==> src/sv/tpc_pkg.sv <==
// shared types and constants for the touch point calibrator
package tpc_pkg;

  // field widths
  localparam int RAW_W      = 12;
  localparam int BYTE_W     = 8;
  localparam int NIB_W      = 4;
  localparam int PT_W       = 9;
  localparam int CFG_IDX_W  = 3;
  localparam int CFG_DATA_W = 16;

  // arithmetic widths, sized for screens up to 4096
  localparam int M_W      = 13;
  localparam int N_W      = 17;
  localparam int SPAN_W   = 17;
  localparam int PROD_W   = 30;
  localparam int REM_W    = 17;
  localparam int BITS_PER_STEP = 2;
  localparam int DIV_STEPS  = PROD_W / BITS_PER_STEP;
  localparam int STEP_CNT_W = $clog2(DIV_STEPS);

  // default screen geometry
  localparam int DEF_SCREEN_W = 480;
  localparam int DEF_SCREEN_H = 480;

  // touch count limit
  localparam logic [NIB_W-1:0] MAX_TOUCHES = NIB_W'(5);

  // register indexes
  localparam logic [CFG_IDX_W-1:0] CFG_CTRL_PRESENT = CFG_IDX_W'(0);
  localparam logic [CFG_IDX_W-1:0] CFG_CAL_ENABLE   = CFG_IDX_W'(1);
  localparam logic [CFG_IDX_W-1:0] CFG_CAL_X_MIN    = CFG_IDX_W'(2);
  localparam logic [CFG_IDX_W-1:0] CFG_CAL_X_MAX    = CFG_IDX_W'(3);
  localparam logic [CFG_IDX_W-1:0] CFG_CAL_Y_MIN    = CFG_IDX_W'(4);
  localparam logic [CFG_IDX_W-1:0] CFG_CAL_Y_MAX    = CFG_IDX_W'(5);

  // calibration reset values
  localparam logic signed [CFG_DATA_W-1:0] CAL_MIN_RESET = CFG_DATA_W'(0);
  localparam logic signed [CFG_DATA_W-1:0] CAL_MAX_RESET = CFG_DATA_W'(479);

  // axis select
  typedef enum logic {
    AXIS_X = 1'b0,
    AXIS_Y = 1'b1
  } axis_t;

  // controller to datapath commands
  typedef struct packed {
    logic  load_in;
    logic  prep;
    logic  setup;
    logic  div_step;
    logic  store;
    logic  load_out;
    axis_t axis;
  } cmd_t;

  // datapath to controller status
  typedef struct packed {
    logic touch_ok;
  } status_t;

endpackage

==> src/sv/touch_point_calibrator_unit.sv <==
// top level of the touch point calibrator
// Each accepted poll yields exactly one result. A released poll (controller
// absent, touch count outside 1 to 5, or incomplete data) skips the arithmetic
// and returns the held point with pressed low. A valid touch works each axis,
// X then Y, through the mirror and scale multiply, the divider setup, the
// shared signed divider, which resolves two quotient bits a cycle, and a final
// clamp and store.
// The poll side is stalled while a poll is being worked; a finished result
// waits in its own register, so the next poll can be taken meanwhile.
// Configuration writes are always ready and should be made while idle.
module touch_point_calibrator_unit #(
  parameter int SCREEN_W = tpc_pkg::DEF_SCREEN_W,
  parameter int SCREEN_H = tpc_pkg::DEF_SCREEN_H
) (
  input  logic                            clk,
  input  logic                            rst,
  input  logic                            cfg_valid,
  output logic                            cfg_ready,
  input  logic [tpc_pkg::CFG_IDX_W-1:0]   cfg_index,
  input  logic [tpc_pkg::CFG_DATA_W-1:0]  cfg_data,
  input  logic                            poll_valid,
  output logic                            poll_stall,
  input  logic [tpc_pkg::NIB_W-1:0]       touch_count,
  input  logic [tpc_pkg::BYTE_W-1:0]      x_high,
  input  logic [tpc_pkg::BYTE_W-1:0]      x_low,
  input  logic [tpc_pkg::BYTE_W-1:0]      y_high,
  input  logic [tpc_pkg::BYTE_W-1:0]      y_low,
  input  logic                            data_complete,
  output logic                            result_valid,
  input  logic                            result_stall,
  output logic                            pressed,
  output logic [tpc_pkg::PT_W-1:0]        point_x,
  output logic [tpc_pkg::PT_W-1:0]        point_y
);

  tpc_pkg::cmd_t    cmd;
  tpc_pkg::status_t status;

  assign cfg_ready = 1'b1;

  // sequencer
  tpc_ctrl u_ctrl (
    .clk          (clk),
    .rst          (rst),
    .poll_valid   (poll_valid),
    .poll_stall   (poll_stall),
    .result_valid (result_valid),
    .result_stall (result_stall),
    .status       (status),
    .cmd          (cmd)
  );

  // datapath
  tpc_dp #(
    .SCREEN_W (SCREEN_W),
    .SCREEN_H (SCREEN_H)
  ) u_dp (
    .clk           (clk),
    .rst           (rst),
    .cfg_we        (cfg_valid && cfg_ready),
    .cfg_index     (cfg_index),
    .cfg_data      (cfg_data),
    .touch_count   (touch_count),
    .x_high        (x_high),
    .x_low         (x_low),
    .y_high        (y_high),
    .y_low         (y_low),
    .data_complete (data_complete),
    .cmd           (cmd),
    .status        (status),
    .pressed       (pressed),
    .point_x       (point_x),
    .point_y       (point_y)
  );

endmodule

==> src/sv/tpc_ctrl.sv <==
// sequencing state machine for the touch point calibrator
module tpc_ctrl (
  input  logic              clk,
  input  logic              rst,
  input  logic              poll_valid,
  output logic              poll_stall,
  output logic              result_valid,
  input  logic              result_stall,
  input  tpc_pkg::status_t  status,
  output tpc_pkg::cmd_t     cmd
);

  typedef enum logic [5:0] {
    S_IDLE   = 6'b000001,
    S_PREP   = 6'b000010,
    S_SETUP  = 6'b000100,
    S_DIV    = 6'b001000,
    S_STORE  = 6'b010000,
    S_FINISH = 6'b100000
  } state_t;

  state_t                          state;
  state_t                          state_next;
  tpc_pkg::axis_t                  axis;
  tpc_pkg::axis_t                  axis_next;
  logic [tpc_pkg::STEP_CNT_W-1:0]  step_cnt;
  logic [tpc_pkg::STEP_CNT_W-1:0]  step_cnt_next;
  logic                            out_free;

  assign poll_stall = (state != S_IDLE);
  assign out_free   = !result_valid || !result_stall;

  // next state and commands
  always_comb begin
    state_next    = state;
    axis_next     = axis;
    step_cnt_next = step_cnt;
    cmd           = '0;
    cmd.axis      = axis;
    case (state)
      S_IDLE: begin
        if (poll_valid) begin
          cmd.load_in = 1'b1;
          axis_next   = tpc_pkg::AXIS_X;
          state_next  = status.touch_ok ? S_PREP : S_FINISH;
        end
      end
      S_PREP: begin
        cmd.prep   = 1'b1;
        state_next = S_SETUP;
      end
      S_SETUP: begin
        cmd.setup     = 1'b1;
        step_cnt_next = '0;
        state_next    = S_DIV;
      end
      S_DIV: begin
        cmd.div_step  = 1'b1;
        step_cnt_next = step_cnt + 1'b1;
        if (step_cnt == tpc_pkg::STEP_CNT_W'(tpc_pkg::DIV_STEPS - 1)) begin
          state_next = S_STORE;
        end
      end
      S_STORE: begin
        cmd.store = 1'b1;
        if (axis == tpc_pkg::AXIS_X) begin
          axis_next  = tpc_pkg::AXIS_Y;
          state_next = S_PREP;
        end else begin
          state_next = S_FINISH;
        end
      end
      S_FINISH: begin
        if (out_free) begin
          cmd.load_out = 1'b1;
          state_next   = S_IDLE;
        end
      end
      default: begin
        state_next = S_IDLE;
      end
    endcase
  end

  // state registers
  always_ff @(posedge clk) begin
    if (rst) begin
      state    <= S_IDLE;
      axis     <= tpc_pkg::AXIS_X;
      step_cnt <= '0;
    end else begin
      state    <= state_next;
      axis     <= axis_next;
      step_cnt <= step_cnt_next;
    end
  end

  // result request valid
  always_ff @(posedge clk) begin
    if (rst) begin
      result_valid <= 1'b0;
    end else if (cmd.load_out) begin
      result_valid <= 1'b1;
    end else if (!result_stall) begin
      result_valid <= 1'b0;
    end
  end

endmodule

==> src/sv/tpc_dp.sv <==
// calibration datapath: registers, mapping multiply, shared divider, clamp
module tpc_dp #(
  parameter int SCREEN_W = tpc_pkg::DEF_SCREEN_W,
  parameter int SCREEN_H = tpc_pkg::DEF_SCREEN_H
) (
  input  logic                              clk,
  input  logic                              rst,
  input  logic                              cfg_we,
  input  logic [tpc_pkg::CFG_IDX_W-1:0]     cfg_index,
  input  logic [tpc_pkg::CFG_DATA_W-1:0]    cfg_data,
  input  logic [tpc_pkg::NIB_W-1:0]         touch_count,
  input  logic [tpc_pkg::BYTE_W-1:0]        x_high,
  input  logic [tpc_pkg::BYTE_W-1:0]        x_low,
  input  logic [tpc_pkg::BYTE_W-1:0]        y_high,
  input  logic [tpc_pkg::BYTE_W-1:0]        y_low,
  input  logic                              data_complete,
  input  tpc_pkg::cmd_t                     cmd,
  output tpc_pkg::status_t                  status,
  output logic                              pressed,
  output logic [tpc_pkg::PT_W-1:0]          point_x,
  output logic [tpc_pkg::PT_W-1:0]          point_y
);

  localparam int RAW_W  = tpc_pkg::RAW_W;
  localparam int M_W    = tpc_pkg::M_W;
  localparam int N_W    = tpc_pkg::N_W;
  localparam int SPAN_W = tpc_pkg::SPAN_W;
  localparam int PROD_W = tpc_pkg::PROD_W;
  localparam int REM_W  = tpc_pkg::REM_W;
  localparam int PT_W   = tpc_pkg::PT_W;
  localparam int DW     = tpc_pkg::CFG_DATA_W;

  localparam logic signed [M_W-1:0] S1_X   = M_W'(SCREEN_W - 1);
  localparam logic signed [M_W-1:0] S1_Y   = M_W'(SCREEN_H - 1);
  localparam logic [PROD_W-1:0]     SIZE_X = PROD_W'(SCREEN_W);
  localparam logic [PROD_W-1:0]     SIZE_Y = PROD_W'(SCREEN_H);

  // configuration
  logic                  controller_present;
  logic                  cal_enable;
  logic signed [DW-1:0]  cal_x_min;
  logic signed [DW-1:0]  cal_x_max;
  logic signed [DW-1:0]  cal_y_min;
  logic signed [DW-1:0]  cal_y_max;

  // poll capture
  logic [RAW_W-1:0]      raw_x;
  logic [RAW_W-1:0]      raw_y;
  logic                  touch_q;

  // mapping stage
  logic signed [M_W-1:0]    m_r;
  logic signed [PROD_W-1:0] prod;
  logic signed [SPAN_W-1:0] span_r;
  logic                     bypass;

  // divider
  logic [PROD_W-1:0]     quo;
  logic [PROD_W-1:0]     quo_next;
  logic [REM_W-1:0]      rem;
  logic [REM_W-1:0]      rem_next;
  logic [REM_W-1:0]      divisor;
  logic                  neg;

  // held point and output
  logic [PT_W-1:0]       held_x;
  logic [PT_W-1:0]       held_y;

  // per-axis selection
  logic [RAW_W-1:0]         raw_sel;
  logic signed [DW-1:0]     lo_sel;
  logic signed [DW-1:0]     hi_sel;
  logic signed [M_W-1:0]    s1_sel;
  logic [PROD_W-1:0]        size_sel;
  logic signed [M_W-1:0]    m_val;
  logic signed [N_W-1:0]    n_val;
  logic signed [SPAN_W-1:0] span_val;
  logic signed [PROD_W-1:0] prod_val;
  logic                     clamp_low;
  logic [PROD_W-1:0]        mag;
  logic [PT_W-1:0]          axis_result;

  // touch qualification on the live poll
  assign status.touch_ok = controller_present && data_complete &&
                           (touch_count != '0) && (touch_count <= tpc_pkg::MAX_TOUCHES);

  // configuration writes
  always_ff @(posedge clk) begin
    if (rst) begin
      controller_present <= 1'b0;
      cal_enable         <= 1'b0;
      cal_x_min          <= tpc_pkg::CAL_MIN_RESET;
      cal_x_max          <= tpc_pkg::CAL_MAX_RESET;
      cal_y_min          <= tpc_pkg::CAL_MIN_RESET;
      cal_y_max          <= tpc_pkg::CAL_MAX_RESET;
    end else if (cfg_we) begin
      case (cfg_index)
        tpc_pkg::CFG_CTRL_PRESENT: controller_present <= cfg_data[0];
        tpc_pkg::CFG_CAL_ENABLE:   cal_enable         <= cfg_data[0];
        tpc_pkg::CFG_CAL_X_MIN:    cal_x_min          <= cfg_data;
        tpc_pkg::CFG_CAL_X_MAX:    cal_x_max          <= cfg_data;
        tpc_pkg::CFG_CAL_Y_MIN:    cal_y_min          <= cfg_data;
        tpc_pkg::CFG_CAL_Y_MAX:    cal_y_max          <= cfg_data;
        default: begin
        end
      endcase
    end
  end

  // capture the poll request
  always_ff @(posedge clk) begin
    if (cmd.load_in) begin
      raw_x   <= {x_high[RAW_W-tpc_pkg::BYTE_W-1:0], x_low};
      raw_y   <= {y_high[RAW_W-tpc_pkg::BYTE_W-1:0], y_low};
      touch_q <= status.touch_ok;
    end
  end

  // axis operand selection
  always_comb begin
    if (cmd.axis == tpc_pkg::AXIS_Y) begin
      raw_sel  = raw_y;
      lo_sel   = cal_y_min;
      hi_sel   = cal_y_max;
      s1_sel   = S1_Y;
      size_sel = SIZE_Y;
    end else begin
      raw_sel  = raw_x;
      lo_sel   = cal_x_min;
      hi_sel   = cal_x_max;
      s1_sel   = S1_X;
      size_sel = SIZE_X;
    end
  end

  // mirror, offset, span and scale multiply
  assign m_val    = s1_sel - $signed({1'b0, raw_sel});
  assign n_val    = N_W'(m_val) - N_W'(lo_sel);
  assign span_val = SPAN_W'(hi_sel) - SPAN_W'(lo_sel);
  assign prod_val = PROD_W'(n_val) * PROD_W'(s1_sel);

  always_ff @(posedge clk) begin
    if (cmd.prep) begin
      m_r    <= m_val;
      prod   <= prod_val;
      span_r <= span_val;
      bypass <= !cal_enable || (span_val == '0);
    end
  end

  // restoring divider, two quotient bits per cycle
  always_comb begin
    logic [REM_W:0] trial;
    quo_next = quo;
    rem_next = rem;
    for (int i = 0; i < tpc_pkg::BITS_PER_STEP; i++) begin
      trial    = {rem_next, quo_next[PROD_W-1]};
      quo_next = {quo_next[PROD_W-2:0], 1'b0};
      if (trial >= {1'b0, divisor}) begin
        trial       = trial - {1'b0, divisor};
        quo_next[0] = 1'b1;
      end
      rem_next = trial[REM_W-1:0];
    end
  end

  always_ff @(posedge clk) begin
    if (cmd.setup) begin
      neg     <= prod[PROD_W-1] ^ span_r[SPAN_W-1];
      quo     <= prod[PROD_W-1] ? PROD_W'(-prod) : PROD_W'(prod);
      divisor <= span_r[SPAN_W-1] ? REM_W'(-span_r) : REM_W'(span_r);
      rem     <= '0;
    end else if (cmd.div_step) begin
      quo <= quo_next;
      rem <= rem_next;
    end
  end

  // clamp to the screen
  always_comb begin
    if (bypass) begin
      clamp_low = m_r[M_W-1];
      mag       = PROD_W'($unsigned(m_r));
    end else begin
      clamp_low = neg && (quo != '0);
      mag       = quo;
    end
    if (clamp_low) begin
      axis_result = '0;
    end else if (mag >= size_sel) begin
      axis_result = PT_W'(size_sel - 1'b1);
    end else begin
      axis_result = mag[PT_W-1:0];
    end
  end

  // held point
  always_ff @(posedge clk) begin
    if (rst) begin
      held_x <= '0;
      held_y <= '0;
    end else if (cmd.store) begin
      if (cmd.axis == tpc_pkg::AXIS_Y) begin
        held_y <= axis_result;
      end else begin
        held_x <= axis_result;
      end
    end
  end

  // result register
  always_ff @(posedge clk) begin
    if (cmd.load_out) begin
      pressed <= touch_q;
      point_x <= held_x;
      point_y <= held_y;
    end
  end

endmodule

==> config.mk <==
export PLATFORM = sky130hd
export DESIGN_NAME = touch_point_calibrator_unit
export DESIGN_NICKNAME = d
export VERILOG_FILES = /design/src/sv/tpc_pkg.sv /design/src/sv/touch_point_calibrator_unit.sv /design/src/sv/tpc_ctrl.sv /design/src/sv/tpc_dp.sv
export SDC_FILE = /design/constraint.sdc
export NUM_CORES = 1
export LEC_CHECK = 0
export ABC_CLOCK_PERIOD_IN_PS = 18200
export BUFFER_PORTS_ARGS = -buffer_cell sky130_fd_sc_hd__buf_2
export CORE_UTILIZATION = 38
export DETAILED_ROUTE_END_ITERATION = 8
export HOLD_SLACK_MARGIN = 0.12
export PLACE_DENSITY = 0.51
export SKIP_LAST_GASP = 1
export SYNTH_ARGS = -nofsm -noshare
export SYNTH_HDL_FRONTEND = slang
export SYNTH_SLANG_ARGS = --single-unit
==> constraint.sdc <==
create_clock -name clk -period 18.2 [get_ports clk]
set_input_delay 0.91 -clock clk [delete_from_list [all_inputs] [get_ports clk]]
set_output_delay 0.91 -clock clk [all_outputs]
set_load 0.02 [all_outputs]
# Yosys cells after proc, flatten, opt, wreduce, memory -nomap -nowiden
# Index checks and enable logic that the tools add are counted.
# W data, S select, Z words.
[word_totals]
regBits = 266
out_inout_bits = 22
inputBits = 61
[op_classes]
n_eq_ne = 17
n_mux = 34
add_sub_neg = 8
order_cmp = 4
bitwise = 2
n_mul = 1
reduce_logical = 26
[ops]
columns = ["operator", "count"]
rows = [
  ["$mux W30", 4],
  ["$mux W16", 3],
  ["$ge A18 B17 Y1", 2],
  ["$pmux W6 S6", 1],
  ["$mux W17", 2],
  ["$sub A17 B17 Y17", 2],
  ["$ge A30 B9 Y1 const B", 1],
  ["$mux W6", 5],
  ["$neg A30 Y30", 1],
  ["$reduce_bool A30 Y1", 1],
  ["$mul A17 B10 Y27 const B", 1],
  ["$mux W9", 2],
  ["$reduce_and A2 Y1", 9],
  ["$logic_not A17 Y1", 1],
  ["$neg A17 Y17", 1],
  ["$sub A13 B16 Y17", 1],
  ["$sub A16 B16 Y17", 1],
  ["$mux W1", 14],
  ["$sub A9 B12 Y13 const A", 1],
  ["$mux W12", 1],
  ["$pmux W4 S2", 1],
  ["$eq A3 B2 Y1 const B", 2],
  ["$eq A3 B3 Y1 const B", 2],
  ["$eq A6 B1 Y1 const B", 1],
  ["22 further kinds", 32],
]

# Logic depth before layout (Yosys ltp)
# Gate-level depths: netlist of run 1.
[logic_depth]
ltp_word = 6
mapped_depth = 34
depth_no_buf = 31

# Hierarchy
# Synthesis of run 1 repeated with hierarchy kept, for this count alone.
[unflattened]
hier_cells = 1872
hier_area_um2 = 18401.4
[by_module_without_submodules]
columns = ["mod", "area_per_inst_um2", "cells_per_inst", "n_inst", "seq_area_each_um2"]
rows = [
  ["tpc_dp", 17783.3, 1801, 1, 6526.3],
  ["tpc_ctrl", 606.8, 69, 1, 240.2],
  ["touch_point_calibrator_unit", 11.3, 2, 1, 0.0],
]

# Worst setup path before layout of run 1
# Ideal clock, no wire load.
[synth_timing]
path_type = "reg-to-reg"
from = "register u_ctrl.axis"
to = "register u_dp.prod[23], data pin"
arrival_ps = 8575
n_path_buf = 4
setup_slack_ps = 9366
required_ps = 17941
period_less_slack_ps = 8834
setup_time_ps = 259
stages_incl_launch_ff = 33
cell_sequence = "dfxtp_1 -> buf_2 -> buf_4 -> buf_1 -> clkbuf_1 -> mux2i_1 -> ha_1 -> nor2b_1 -> o31a_1 -> o41a_1 -> o22ai_1 -> nor2_1 -> xnor2_1 -> inv_1 -> fa_1 -> fa_1 -> inv_1 -> fa_1 -> inv_1 -> fa_1 -> inv_1 -> fa_1 -> inv_1 -> ha_1 -> and2_1 -> a221o_1 -> a31oi_1 -> o21ai_1 -> a21o_1 -> and2_1 -> a311o_1 -> a41oi_1 -> xnor2_1"
[synth_between]
elab_chain_cells = 4
[synth_rtl]
columns = ["element", "line", "text"]
rows = [
  ["from (decl)", "tpc_ctrl.sv:24", "tpc_pkg::axis_t axis;"],
  ["from (signal assigned)", "tpc_ctrl.sv:89", "axis <= tpc_pkg::AXIS_X;"],
  ["from (signal assigned)", "tpc_ctrl.sv:93", "axis <= axis_next;"],
  ["$mux W12", "tpc_dp.sv:121", "if (cmd.axis == tpc_pkg::AXIS_Y) begin"],
  ["$sub A9 B12 Y13", "tpc_dp.sv:137", "assign m_val = s1_sel - $signed({1'b0, raw_sel});"],
  ["$sub A13 B16 Y17 (*)", "tpc_dp.sv:138", "assign n_val = N_W'(m_val) - N_W'(lo_sel);"],
  ["$mul A17 B10 Y27 (*)", "tpc_dp.sv:140", "assign prod_val = PROD_W'(n_val) * PROD_W'(s1_sel);"],
  ["named net u_dp.prod_val[23]", "tpc_dp.sv:78", "logic signed [PROD_W-1:0] prod_val;"],
  ["to (signal assigned)", "tpc_dp.sv:145", "prod <= prod_val;"],
  ["to (decl)", "tpc_dp.sv:53", "logic signed [PROD_W-1:0] prod;"],
]
# Mark *: on every way through the listed nets, which the timed path passes. The rest lies on a longest branch.
# A chain may end at the register's enable or synchronous reset.

# Worst setup path after layout of run 1
[layout_timing]
from = "register u_ctrl.axis"
to = "register u_dp.prod[23], data pin"
[layout_between]
elab_chain_cells = 4
[layout_rtl]
columns = ["element", "line", "text"]
rows = [
  ["$mux W12", "tpc_dp.sv:121", ""],
  ["$sub A9 B12 Y13", "tpc_dp.sv:137", ""],
  ["named net u_dp.m_val[5]", "tpc_dp.sv:75", "logic signed [M_W-1:0] m_val;"],
  ["$sub A13 B16 Y17", "tpc_dp.sv:138", ""],
  ["$mul A17 B10 Y27", "tpc_dp.sv:140", ""],
  ["named net u_dp.prod_val[23]", "tpc_dp.sv:78", ""],
]
# The timed path passes the listed nets, and every way through them passes these cells.

==> metrics.txt, run 1 <==
status finished clean; Yosys reg bits 263; io pins a little over 80; CP peak stage delay ~0.65 ns; CTS Sinks 263; drc violations 0; Area Growth Syn to Fin 11.0%; placeable core area 47700 sq um; first-pass GRT wire length approximately 70000 um; Slowest cell on crit path buf_4; TritonCTS clock tree done; Max-slew headroom 0.213; Vias approximately 13k; DP HPWL 32100 um; Worst Path Arrival 9.78 ns; gpl congestion about 0.84; fin crit share 0.520; starting DRC count in detailed routing ~770; Post-Synthesis Cell Area 18400 sq um; Clk Latency, worst-skew pair approximately 0.57 ns; Synth warnings 0; largest net degree at the start of global routing 97; initial antenna violation count 1; Antenna Nets Post-Route 0; Vias/cell about 5; GRT overflow 0; ys flop type edfxtp_1; setup TNS 0 ns; RSZ-0062 raised after global routing no; Clk Tree Root Cell clkbuf_16; Setup WS pre-CTS about 8.7 ns; most common cell after layout, fill and taps aside nand2_1; gr usage total 0.172; syn nets between 2k and 2.5k; Post-synth EDFFs 150; Starting Density 0.385; WL/cell 16.4 um; async set-or-reset flop fraction in the synthesized netlist 0; CP Data Required Time approximately 19 ns; library cells used by synthesis 86; port bufs between 70 and 80; final WL roughly 42000 um; register area share after synthesis 0.368; fin nets about 2.2k; htree depth 1; Rows 80; largest buffer count on any clock path 3; worst-path maximum fanout 47; Hold Vio Cnt, Final 0; Inserted Clock Buffers 31; Worst-path clk slew 0.06 ns; Final Setup Violations 0; vias in the first global route 13.0k; Final Max Tran Viols 0; crit start category register; commonest cells after routing, fill and taps aside 229 x nand2_1, 186 x inv_1, 150 x edfxtp_1; mean instance size in the synthesized netlist ~9.9 sq um; Worst Tran Pin Value about 1.2 ns; DIE HEIGHT approximately 220 um; Detailed Routing Iterations Pass 1 5; critical path class reg -> reg; number of max-cap violations 0; die area between 40000 and 50000 sq um; Post-CTS Setup Bufs 0; Hold-fix buffers, CTS 0; min Tclk post-route 9.47 ns; FMAX 0.106 GHz; PostCTS Resize Cnt 0; dpl cell area about 19000 sq um; design area roughly 20000 sq um; Worst Hold Class reg -> reg; Mapped Cells between 1.5k and 2k; share of cells above drive strength 1 0.0955; die width 222 um; Worst Slack Setup Final between 8 and 9 ns; CP endpoint kind register; Clock Skew approximately 0.011 ns
==> path summary, 6_finish.rpt <==
kind,from,to,slack (ns),depth (start not counted)
worst max-delay path,u_ctrl.axis,u_dp.prod[23],8.73,31
worst min-delay path,u_dp.touch_q,u_dp.pressed,0.42,0
worst max register to register,u_ctrl.axis,u_dp.prod[23],8.73,31
worst min register to register,u_dp.touch_q,u_dp.pressed,0.42,0
==> per-stage QoR <==
| stage | hold WS [ns] | utilization | cells |
|---|---|---|---|
| CTS | 0.421 | 0.427 | 2562 |
| floorplan | 0.400 | - | 1859 |
| global placement | 0.405 | 0.406 | 2505 |
| global route | 0.443 | 0.427 | 2562 |
| finish | 0.421 | 0.427 | 2563 |
| detailed placement | 0.407 | 0.406 | 2505 |
==> synth_stat cells (39+ instances only) <==
master / instances / area share
a21oi_1: 122 / 0.033
clkbuf_1: 47 / 0.0096
dfxtp_1: 113 / 0.12
edfxtp_1: 150 / 0.25
fa_1: 97 / 0.11
ha_1: 137 / 0.093
inv_1: 186 / 0.038
mux2i_1: 73 / 0.040
nand2_1: 229 / 0.047
nor2_1: 93 / 0.019
o21ai_0: 83 / 0.023
xnor2_1: 83 / 0.040
xor2_1: 39 / 0.019
==> area by class of cell <==
class | count | area [sq um]
repair buffers | 86 | 463
diodes | 1 | 2.50
clock inverters | 15 | 150
inverters | 192 | 721
clock buffers | 42 | 847
fillers | 4549 | 27300
flip-flops and latches | 263 | 6770
well taps | 615 | 769
multi-input cells | 1349 | 10700
==> critical path: cells and delay by family, from the launching register on <==
kind | cells | cell delay, ns
AOI/OAI and AO/OA | 9 | 1.98
xor gates and xnor gates | 3 | 0.99
and+or+nand+nor | 4 | 0.55
buffers and inverters | 6 | 1.19
muxes | 1 | 0.47
adders and majority gates | 8 | 3.48
DFF | 1 | 0.50
==> per-layer routing <==
metal,share of wire,track usage,wire length [um],vias up
met4,0.017,0.0354,701,2
met1,0.49,0.238,20700,6288
met3,0.035,0.0231,1460,52
li1,-,-,-,6608
met5,0.00031,0,13,-
met2,0.46,0.287,19200,193
==> state kept, by name (all words and copies together) (netlist names), 6 cells and up <==
signal          flops
u_dp.quo           30
u_dp.prod          27
u_dp.divisor       17
u_dp.rem           17
u_dp.span_r        17
u_dp.cal_x_max     16
u_dp.cal_x_min     16
u_dp.cal_y_max     16
u_dp.cal_y_min     16
u_dp.m_r           13
u_dp.raw_x         12
u_dp.raw_y         12
u_dp.held_x         9
u_dp.held_y         9
u_dp.point_x        9
u_dp.point_y        9
u_ctrl.state        6
==> cells by family after synthesis <==
family                   count (synthesis)  synth area share
buffers and inverters                  247            0.0511
multiplexers                           102            0.0583
flip-flops                             263             0.368
other                                    1          0.000204
AO/OA/AOI/OAI                          367             0.126
XOR/XNOR                               127            0.0639
adder cells (fa/ha/maj)                234             0.199
AND/OR/NAND/NOR                        518             0.133
Power of run 1 is not shown: default switching activity piles up to over one toggle a cycle in this logic, so the estimate is an artifact.
==> inputs of run 2 (changes only) <==
--- a/config.mk
+++ b/config.mk
@@ -5,12 +5,13 @@
 export SDC_FILE = /design/constraint.sdc
 export NUM_CORES = 1
 export LEC_CHECK = 0
-export ABC_CLOCK_PERIOD_IN_PS = 18200
+export ABC_AREA = 1
+export ABC_CLOCK_PERIOD_IN_PS = 8000
 export BUFFER_PORTS_ARGS = -buffer_cell sky130_fd_sc_hd__buf_2
 export CORE_UTILIZATION = 38
 export DETAILED_ROUTE_END_ITERATION = 8
 export HOLD_SLACK_MARGIN = 0.12
-export PLACE_DENSITY = 0.51
+export PLACE_DENSITY = 0.53
 export SKIP_LAST_GASP = 1
 export SYNTH_ARGS = -nofsm -noshare
 export SYNTH_HDL_FRONTEND = slang
==> constraint.sdc (replaced) <==
create_clock -name clk -period 8 [get_ports clk]
set_input_delay 0.4 -clock clk [delete_from_list [all_inputs] [get_ports clk]]
set_output_delay 0.4 -clock clk [all_outputs]
set_load 0.02 [all_outputs]
==> run 2 against run 1 <==
  * Via count rose by 11%
  * Worst setup slack got worse by 8.1 ns
  * Utilization rose by 1.1 points
  * Routed wire length rose by 5.7%
  * Non-clock buffer count rose by 55
  * Register-to-register slack got worse by 8.1 ns
  * Largest cell class unchanged
  * First-iteration DRC count fell by 0.39%
  * Count of clock-buffer cells in the layout rose by 3
==> metrics.txt, run 2 <==
share of cells above drive strength 1 0.0936; WL/cell between 10 and 15 um; Post-Route Utilization 0.438; Synth area leader edfxtp_1; gpl congestion ~0.86; placeable core area about 50000 sq um; number of max-cap violations 0; Min Hold Slack 0.146 ns; Antenna Nets Post-Route 0; Area Growth Syn to Fin 14.0%; met3 usage 0.0192; TritonCTS clock tree done; starting DRC count in detailed routing between 700 and 800; first-pass GRT wire length around 73000 um; drc violations 0; Worst Path Arrival ~7.7 ns; XOR/XNOR share of the synthesized area 0.0592; critical path class reg -> reg; Max-slew headroom 0.179; Post-synth EDFFs 150; die area roughly 50000 sq um; vias in the first global route around 14k; Yosys reg bits approximately 260; die width roughly 220 um; post-synthesis adder-cell area fraction 0.195; ys flop type edfxtp_1; Crit path buffers/inverters 7; Post-Synthesis Cell Area between 15000 and 20000 sq um; max reg flops 30; Largest Register u_dp.quo; largest net degree at the start of global routing 87; worst reg2reg path startpoint u_ctrl.axis; Hold Vio Cnt, Final 0; Rows 81; Detailed Routing Iterations Pass 1 5; port bufs 73; initial antenna violation count 0; largest buffer count on any clock path 3; fin crit share 0.925; Final Max Tran Viols 0; fin nets 2632; Ant. Diodes 0; Vias/cell a little under 5; Mapped Cells roughly 2.2k; async set-or-reset flop fraction in the synthesized netlist 0; htree depth 1; dpl cell area 20000 sq um; largest family of logic cells by synthesized area simple AND/OR/NAND/NOR gates; min Tclk post-route roughly 7.4 ns; Largest regs u_dp.quo x30, u_dp.prod x27; Worst Tran Pin Value roughly 1.2 ns; Worst-path clk slew roughly 0.06 ns; setup TNS 0 ns; design area approximately 21000 sq um; register area share after synthesis 0.361; most frequent cell after synthesis nand2_1; Synth warnings 0; syn nets ~2.5k; DIE HEIGHT between 200 and 250 um; crit-path leading delay family adder cells; CP Data Required Time 8.31 ns; crit start category register; r2r setup slk just over 0.6 ns; Hold Path Sink u_dp.controller_present; CP endpoint kind register; Worst Hold Class in -> reg; Reg-to-Reg End u_dp.prod[24]; mean instance size in the synthesized netlist between 8 and 9 sq um; CP peak stage delay about 0.55 ns; CTS Sinks 263; grt peak-use layer met2; worst-path maximum fanout 10; Inserted Clock Buffers 30; Hold Startpoint cfg_index[2]; DP HPWL about 35000 um; top cells by area, synth edfxtp_1 24%, dfxtp_1 12%, fa_1 10%; FMAX approximately 0.14 GHz; Vias 14.6k; commonest cells after routing, fill and taps aside 426 x nand2_1, 330 x inv_1, 192 x nor2_1; library cells used by synthesis 59; Starting Density 0.384; Filler Cell Count ~4.9k; FF-to-FF path depth 36; Hold Path Depth 4; final WL between 40000 and 50000 um; RSZ-0062 raised after global routing no; Worst path most repeated cell nand2_1; status finished clean; GR met2 Demand/Resource 0.296; GRT overflow 0; Clk Tree Root Cell clkbuf_16; most common cell after layout, fill and taps aside nand2_1; Clock Skew around 0.018 ns; Yosys top cell area share 0.240; Final Setup Violations 0; io pins 83; Clk Latency, worst-skew pair 0.58 ns; GRT met1 Usage 0.251; Post-Synth Simple-Gate Area 0.195; gr usage total 0.180; synth cell count leaders 427 x nand2_1, 333 x inv_1, 194 x nor2_1, 163 x o21ai_0, 150 x edfxtp_1; post-synthesis compound-gate area fraction 0.0982; mux contribution to synthesized area 0.0117; Slowest cell on crit path fa_1
-- run 2: cell count changes in the layout (fill, tap and decap cells not counted), moves of 51 or more --
cell	previous run	this run
nor2_1	92	192
mux2i_1	73	22
nand3_1	27	99
nand2_1	229	426
inv_1	186	330
o21ai_0	83	160
-- run 2: how the worst max path moves through the flow --
stage / startpoint / endpoint / cells past startpoint
4_1_cts: u_ctrl.axis / u_dp.prod[24] / 35
3_5_place_dp: u_ctrl.axis / u_dp.prod[24] / 35
5_1_grt: u_ctrl.axis / u_dp.prod[24] / 35
2_1_floorplan: u_ctrl.axis / u_dp.prod[23] / 35
3_3_place_gp: u_ctrl.axis / u_dp.prod[28] / 34
6_report: u_ctrl.axis / u_dp.prod[24] / 36
-- run 2: cell families after synthesis --
kind of cell               count (synthesis)
AOI/OAI and AO/OA                        339
muxes                                     22
DFF                                      263
xor gates and xnor gates                 120
buffers and inverters                    389
and+or+nand+nor                          843
adders and majority gates                234
other                                      1
-- run 2: what timing repair did --
item                                    in CTS  in global routing
gates resized for setup                      0                 12
endpoints found under the hold margin       80                  0
hold buffers                                39                  0
endpoints found under the setup margin       0                  6
buffers inserted                             0                  0
-- run 2: cell type report --
cell class	count	area (sq um)	area share
multi-input combinational	1559	10600	0.493
sequential	263	6770	0.316
inverter	342	1290	0.0602
timing repair buffer	141	973	0.0455
clock buffer	45	890	0.0416
tap	664	831	0.0388
clock inverter	11	88.8	0.00415
-- run 2: per-stage QoR --
step / cells / setup WS [ns]
global placement: 2930 / 0.394
detailed placement: 2930 / 0.329
CTS: 3025 / 0.303
floorplan: 2211 / 0.579
finish: 3025 / 0.604
global route: 3025 / 0.00260
-- run 2: worst reg2reg max path: cells and delay by family (launching register included) --
kind | cells | cell delay (ns)
fa+ha+maj | 8 | 3.27
simple gates | 12 | 1.49
compound gates | 7 | 1.11
buf+inv | 7 | 0.51
xor+xnor | 2 | 0.39
flops | 1 | 0.38
-- run 2: layer usage --
layer	vias to the layer above	wire length, um	share of wire
li1	7462	-	-
met1	6809	22000	0.49
met2	276	20000	0.45
met3	62	1470	0.033
met4	0	1060	0.024
met5	-	0	0
Power of run 2 is left out for the same reason.
